<file path="config.mk">
export PLATFORM = sky130hd
export DESIGN_NAME = sdl_ctrl
export DESIGN_NICKNAME = d
export VERILOG_FILES = /design/src/sv/sdl_pkg.sv /design/src/sv/sdl_ctrl.sv
export SDC_FILE = /design/constraint.sdc
export NUM_CORES = 1
export LEC_CHECK = 0
export BUFFER_PORTS_ARGS = -buffer_cell sky130_fd_sc_hd__buf_2
export CORE_AREA = 5 5 42 44
export DETAILED_ROUTE_END_ITERATION = 12
export DIE_AREA = 0 0 47 49
export GPL_TIMING_DRIVEN = 0
export PLACE_DENSITY = 0.55
export SKIP_LAST_GASP = 1
export SYNTH_ARGS = -nofsm -noshare
export SYNTH_HDL_FRONTEND = slang
export SYNTH_SLANG_ARGS = --single-unit
</file>
<file path="constraint.sdc">
create_clock -name aclk -period 2.4 [get_ports aclk]
set_input_delay 0.48 -clock aclk [delete_from_list [all_inputs] [get_ports aclk]]
set_output_delay 0.48 -clock aclk [all_outputs]
set_load 0.05 [all_outputs]
</file>
<file path="src/sv/sdl_pkg.sv">
// Shared constants, types and helper functions of the stereo chorus delay line.
package sdl_pkg;

    localparam int MAX_LINE = 4096;
    localparam int ADDR_W   = $clog2(MAX_LINE);
    localparam int LEN_W    = ADDR_W + 1;
    localparam int SMP_W    = 16;
    localparam int DLY_W    = ADDR_W + 8;
    localparam int CFG_W    = 16;
    localparam int IDX_W    = 3;

    localparam logic [16:0] GAIN_ONE = 17'd32768;

    localparam logic [IDX_W-1:0] CFG_LINE_LENGTH   = 3'd0;
    localparam logic [IDX_W-1:0] CFG_CROSS_MIX     = 3'd1;
    localparam logic [IDX_W-1:0] CFG_FEEDBACK_GAIN = 3'd2;
    localparam logic [IDX_W-1:0] CFG_INVERT_OUTPUT = 3'd3;
    localparam logic [IDX_W-1:0] CFG_PAN           = 3'd4;
    localparam logic [IDX_W-1:0] CFG_VOLUME        = 3'd5;

    typedef struct packed {
        logic [LEN_W-1:0]        line_length;
        logic [15:0]             cross_mix;
        logic signed [15:0]      feedback_gain;
        logic                    invert_output;
        logic [15:0]             pan;
        logic [15:0]             volume;
    } cfg_t;

    typedef struct packed {
        logic load;
        logic clamp;
        logic addr;
        logic rd_lo;
        logic rd_hi;
        logic interp;
        logic wet;
        logic fbk;
        logic write;
        logic outp;
        logic clear;
    } cmd_t;

    typedef struct packed {
        logic clr_last;
    } stat_t;

    function automatic logic signed [SMP_W-1:0] sat16(input logic signed [47:0] v);
        logic signed [SMP_W-1:0] r;
        if (v > 48'sd32767) begin
            r = 16'sh7fff;
        end else if (v < -48'sd32768) begin
            r = 16'sh8000;
        end else begin
            r = v[15:0];
        end
        return r;
    endfunction

    function automatic logic [15:0] cap_one(input logic [15:0] g);
        logic [15:0] r;
        r = (g > 16'd32768) ? 16'd32768 : g;
        return r;
    endfunction

endpackage

</file>
<file path="src/sv/sdl_ctrl.sv">
// Controller state machine that sequences the clearing pass and each sample pair.
module sdl_ctrl (
    input  logic           aclk,
    input  logic           aresetn,
    input  logic           s_tvalid,
    output logic           s_tready,
    output logic           m_tvalid,
    input  logic           m_tready,
    input  sdl_pkg::stat_t stat,
    output sdl_pkg::cmd_t  cmd
);

    localparam logic [3:0] ST_CLEAR  = 4'd0;
    localparam logic [3:0] ST_IDLE   = 4'd1;
    localparam logic [3:0] ST_CLAMP  = 4'd2;
    localparam logic [3:0] ST_ADDR   = 4'd3;
    localparam logic [3:0] ST_RD_LO  = 4'd4;
    localparam logic [3:0] ST_RD_HI  = 4'd5;
    localparam logic [3:0] ST_INTERP = 4'd6;
    localparam logic [3:0] ST_WET    = 4'd7;
    localparam logic [3:0] ST_FBK    = 4'd8;
    localparam logic [3:0] ST_WRITE  = 4'd9;
    localparam logic [3:0] ST_OUT    = 4'd10;

    logic [3:0] state_reg, state_next;
    logic       out_valid_reg, out_valid_next;

    always_comb begin
        state_next = state_reg;
        cmd        = '0;
        unique case (state_reg)
            ST_CLEAR: begin
                cmd.clear = 1'b1;
                if (stat.clr_last) begin
                    state_next = ST_IDLE;
                end
            end
            ST_IDLE: begin
                if (s_tvalid) begin
                    cmd.load   = 1'b1;
                    state_next = ST_CLAMP;
                end
            end
            ST_CLAMP: begin
                cmd.clamp  = 1'b1;
                state_next = ST_ADDR;
            end
            ST_ADDR: begin
                cmd.addr   = 1'b1;
                state_next = ST_RD_LO;
            end
            ST_RD_LO: begin
                cmd.rd_lo  = 1'b1;
                state_next = ST_RD_HI;
            end
            ST_RD_HI: begin
                cmd.rd_hi  = 1'b1;
                state_next = ST_INTERP;
            end
            ST_INTERP: begin
                cmd.interp = 1'b1;
                state_next = ST_WET;
            end
            ST_WET: begin
                cmd.wet    = 1'b1;
                state_next = ST_FBK;
            end
            ST_FBK: begin
                cmd.fbk    = 1'b1;
                state_next = ST_WRITE;
            end
            ST_WRITE: begin
                cmd.write  = 1'b1;
                state_next = ST_OUT;
            end
            ST_OUT: begin
                if (!out_valid_reg || m_tready) begin
                    cmd.outp   = 1'b1;
                    state_next = ST_IDLE;
                end
            end
            default: begin
                state_next = ST_IDLE;
            end
        endcase
    end

    always_comb begin
        out_valid_next = out_valid_reg;
        if (cmd.outp) begin
            out_valid_next = 1'b1;
        end else if (m_tready) begin
            out_valid_next = 1'b0;
        end
    end

    always_ff @(posedge aclk) begin
        if (!aresetn) begin
            state_reg     <= ST_CLEAR;
            out_valid_reg <= 1'b0;
        end else begin
            state_reg     <= state_next;
            out_valid_reg <= out_valid_next;
        end
    end

    assign s_tready = (state_reg == ST_IDLE);
    assign m_tvalid = out_valid_reg;

endmodule

</file>
==> metrics.yaml <==
drc: 0
place_congestion: 0.7665
postSynth.asyncResetShare_pct: 0
synth.ff_latch_count: 5
largest_reg_flops: 4
cts.root.buffer_cell: "sky130_fd_sc_hd__clkbuf_4"
area.growth.synth_to_final_pct: 34.28
worstPathBufferInverterCount: 2
timing.critical_path.arrival_ns: 1.40
post-layout-total-power_uw: 279.3
io-pin-count: 18
maximum_number_of_pins_on_one_net_before_global_route_repair: 11
max_capacitance_violation_count: 0
setup.worst_path.class: "flop to primary output"
worstMarginPinSlew_ns: 0.2777
post_synth_inst_count: 51
layout_worst_path_cycle_share_pct: 78.30
setup.worst_path.start_class: "flop"
worstPathCellList: "and4bb_2 > nor2b_1 > buf_4 > buf_2"
synth.cell_area_um2: 397.9
yosysWarningCount: 0
worstSetupPathDepth: 4
cts.repair.resized: 0
fmaxAchievable_mhz: 532.1
irDropWorstVdd_mv: 0.2775
viasPerCell: 4.909
min_path_type: "input pin to flop"
cp_max_fo: 5
post-route-min-period_ns: 1.879
power_per_cell_area_mw_per_mm2: 522.8
clockBufferDepth: 2
average_footprint_of_a_synthesized_cell_um2: 7.802
num_vias: 432
overflow: 0
final_max_slew_viol_count: 0
post_route_setup_tns_ns: 0
floorplan.die_area_mm2: 0.002303
cpPeakStageDelay_ns: 0.39
floorplan_core_area_mm2: 0.001401
fin_worst_skew_ns: 0.0002200
critical_path.endpoint_type: "primary output"
worst_skew_pair.late_latency_ns: 0.23
leakage_uw: 0.0002674
post-synth-top-area-cell: "sky130_fd_sc_hd__dfxtp_1"
die_h_um: 49
first_global_vias: 404
grt_antenna_before_repair: 0
fin_nets: 78
setup_viol: 0
critPathSlowestCell: "sky130_fd_sc_hd__dfxtp_1"
cts_max_level: 1
n_antenna_cell: 0
grtUsageTotal_pct: 10.01
clkSlewWorstSetupHoldPaths_ns: 0.04
synth_area_leaders: "sky130_fd_sc_hd__dfxtp_1, sky130_fd_sc_hd__nor3_1, sky130_fd_sc_hd__nand2b_1"
fillers: 166
slew_headroom_pct: 81.45
worstPathRequired_ns: 1.92
finalHoldViolCount: 0
synth_fp_nets: 56
floorplan.die.width_um: 47
clock_tree_from_tritoncts: "done"
synth_enable_flop_cells: 0
cts.repair_timing.setup_buffer_count: 0
top_usage_layer: "met2"
grt_first_pass_wirelength_um: 1745
drtAntennaViolNets: 0
cts_buffers: 3
use_met3_pct: 2.214
detailedPlacementHpwl_um: 783.7
drt-initial-drc-count: 8
timing.hold.worst_path_depth: 2
routedWlPerCell_um: 11.76
ys_dominant_reg_cell: "sky130_fd_sc_hd__dfxtp_1"
outcome: "complete, no violations"
netlist_cell_types: 27
ys_seq_area_share_pct: 25.16
unrepaired_setup_endpoints_after_global_routing: "false"
final_layout_size_suffix_gt1_share_pct: 40.28
routed_wirelength_um: 1035
drt_pre_antenna_iters: 2
cts_stage_hold_buffer_count: 0
r2r.worst_path.cells: 4
globalRouteMet2Util_pct: 15.16
portBuffers: 17
cts.sinks: 5
post-route-worst-setup-slack_ns: 0.5207
floorplan.initialDensity_pct: 28.39
groute.layer.met1.usage_pct: 13.25
pre_cts_ws_ns: 0.7058
yosys.area.top_type_share_pct: 25.16
path_delay_family: "simple AND/OR/NAND/NOR gates"
standard_cell_row_count: 14
==> kinds of logic after synthesis <==
| logic type | count (synthesis) | synth area share (%) |
|---|---|---|
| AO/OA/AOI/OAI | 9 | 18.55 |
| AND/OR/NAND/NOR | 29 | 42.45 |
| flip-flops | 5 | 25.16 |
| buffers and inverters | 7 | 11.63 |
| XOR/XNOR | 1 | 2.202 |
==> metrics by stage <==
stage	instances	hold slack [ns]	area (um2)	util, %
2_1_floorplan	51	0.5975	402.9	-
3_3_place_gp	84	0.6824	508.0	36.25
3_5_place_dp	84	0.6877	508.0	36.25
4_1_cts	88	0.5003	534.3	38.13
5_1_grt	88	0.5041	534.3	38.13
6_report	88	0.5127	534.3	38.13
==> worst reg2reg max path: cells and delay by family (launching register included) <==
family | cells | cell delay [ns]
compound gates | 2 | 0.43
buf+inv | 1 | 0.21
flops | 1 | 0.39
simple gates | 1 | 0.08
==> cells in the final DEF, fill, tap and decap left out, types with 2 or more instances in the layout <==
cell and instances:
sky130_fd_sc_hd__nor2_1 4, sky130_fd_sc_hd__nand2_1 4, sky130_fd_sc_hd__buf_4 3, sky130_fd_sc_hd__o21a_1 2
sky130_fd_sc_hd__dfxtp_1 5, sky130_fd_sc_hd__inv_1 2, sky130_fd_sc_hd__nor3_1 6, sky130_fd_sc_hd__buf_2 18
sky130_fd_sc_hd__nand2b_1 4, sky130_fd_sc_hd__nor2b_1 2, sky130_fd_sc_hd__clkbuf_4 3
==> worst paths after layout <==
path,startpoint,endpoint,slack (ns)
worst max register to register,state_reg[3],state_reg[1],1.23
worst min register to register,m_tvalid,m_tvalid,0.70
worst max-delay path,state_reg[3],cmd[1],0.52
worst min-delay path,aresetn,state_reg[1],0.51
==> final cells by class <==
type                            instances  area (um2)  share of cell area, %
Multi-Input combinational cell         39       256.5                  48.01
Sequential cell                         5       100.1                  18.74
Tap cell                               16       20.02                  3.747
Clock buffer                            4       26.28                  4.918
Timing Repair Buffer                   17       85.08                  15.93
Buffer                                  5       38.79                  7.260
Inverter                                2       7.507                  1.405
==> report_power, final <==
group | leakage [uW] | total [uW] | switching (uW) | internal [uW]
combinational | 0.000212 | 92.7 | 63.8 | 28.9
sequential | 0.0000407 | 91.3 | 3.90 | 87.4
clock | 0.0000150 | 95.3 | 32.5 | 62.7
total | 0.000267 | 279 | 100 | 179
==> Yosys cell counts (all sizes together), types with 2 or more instances <==
master / number
inv: 2
nor2b: 2
nor3: 7
nor2: 4
buf: 5
o21a: 2
nand2b: 4
nand2: 4
dfxtp: 5
==> layer usage <==
layer | vias up | wire length (um)
met1 | 200 | 499
met2 | 9 | 478
met4 | 0 | 0
li1 | 223 | -
met3 | 0 | 57
met5 | - | 0
Power figures use the tool's default switching activity.
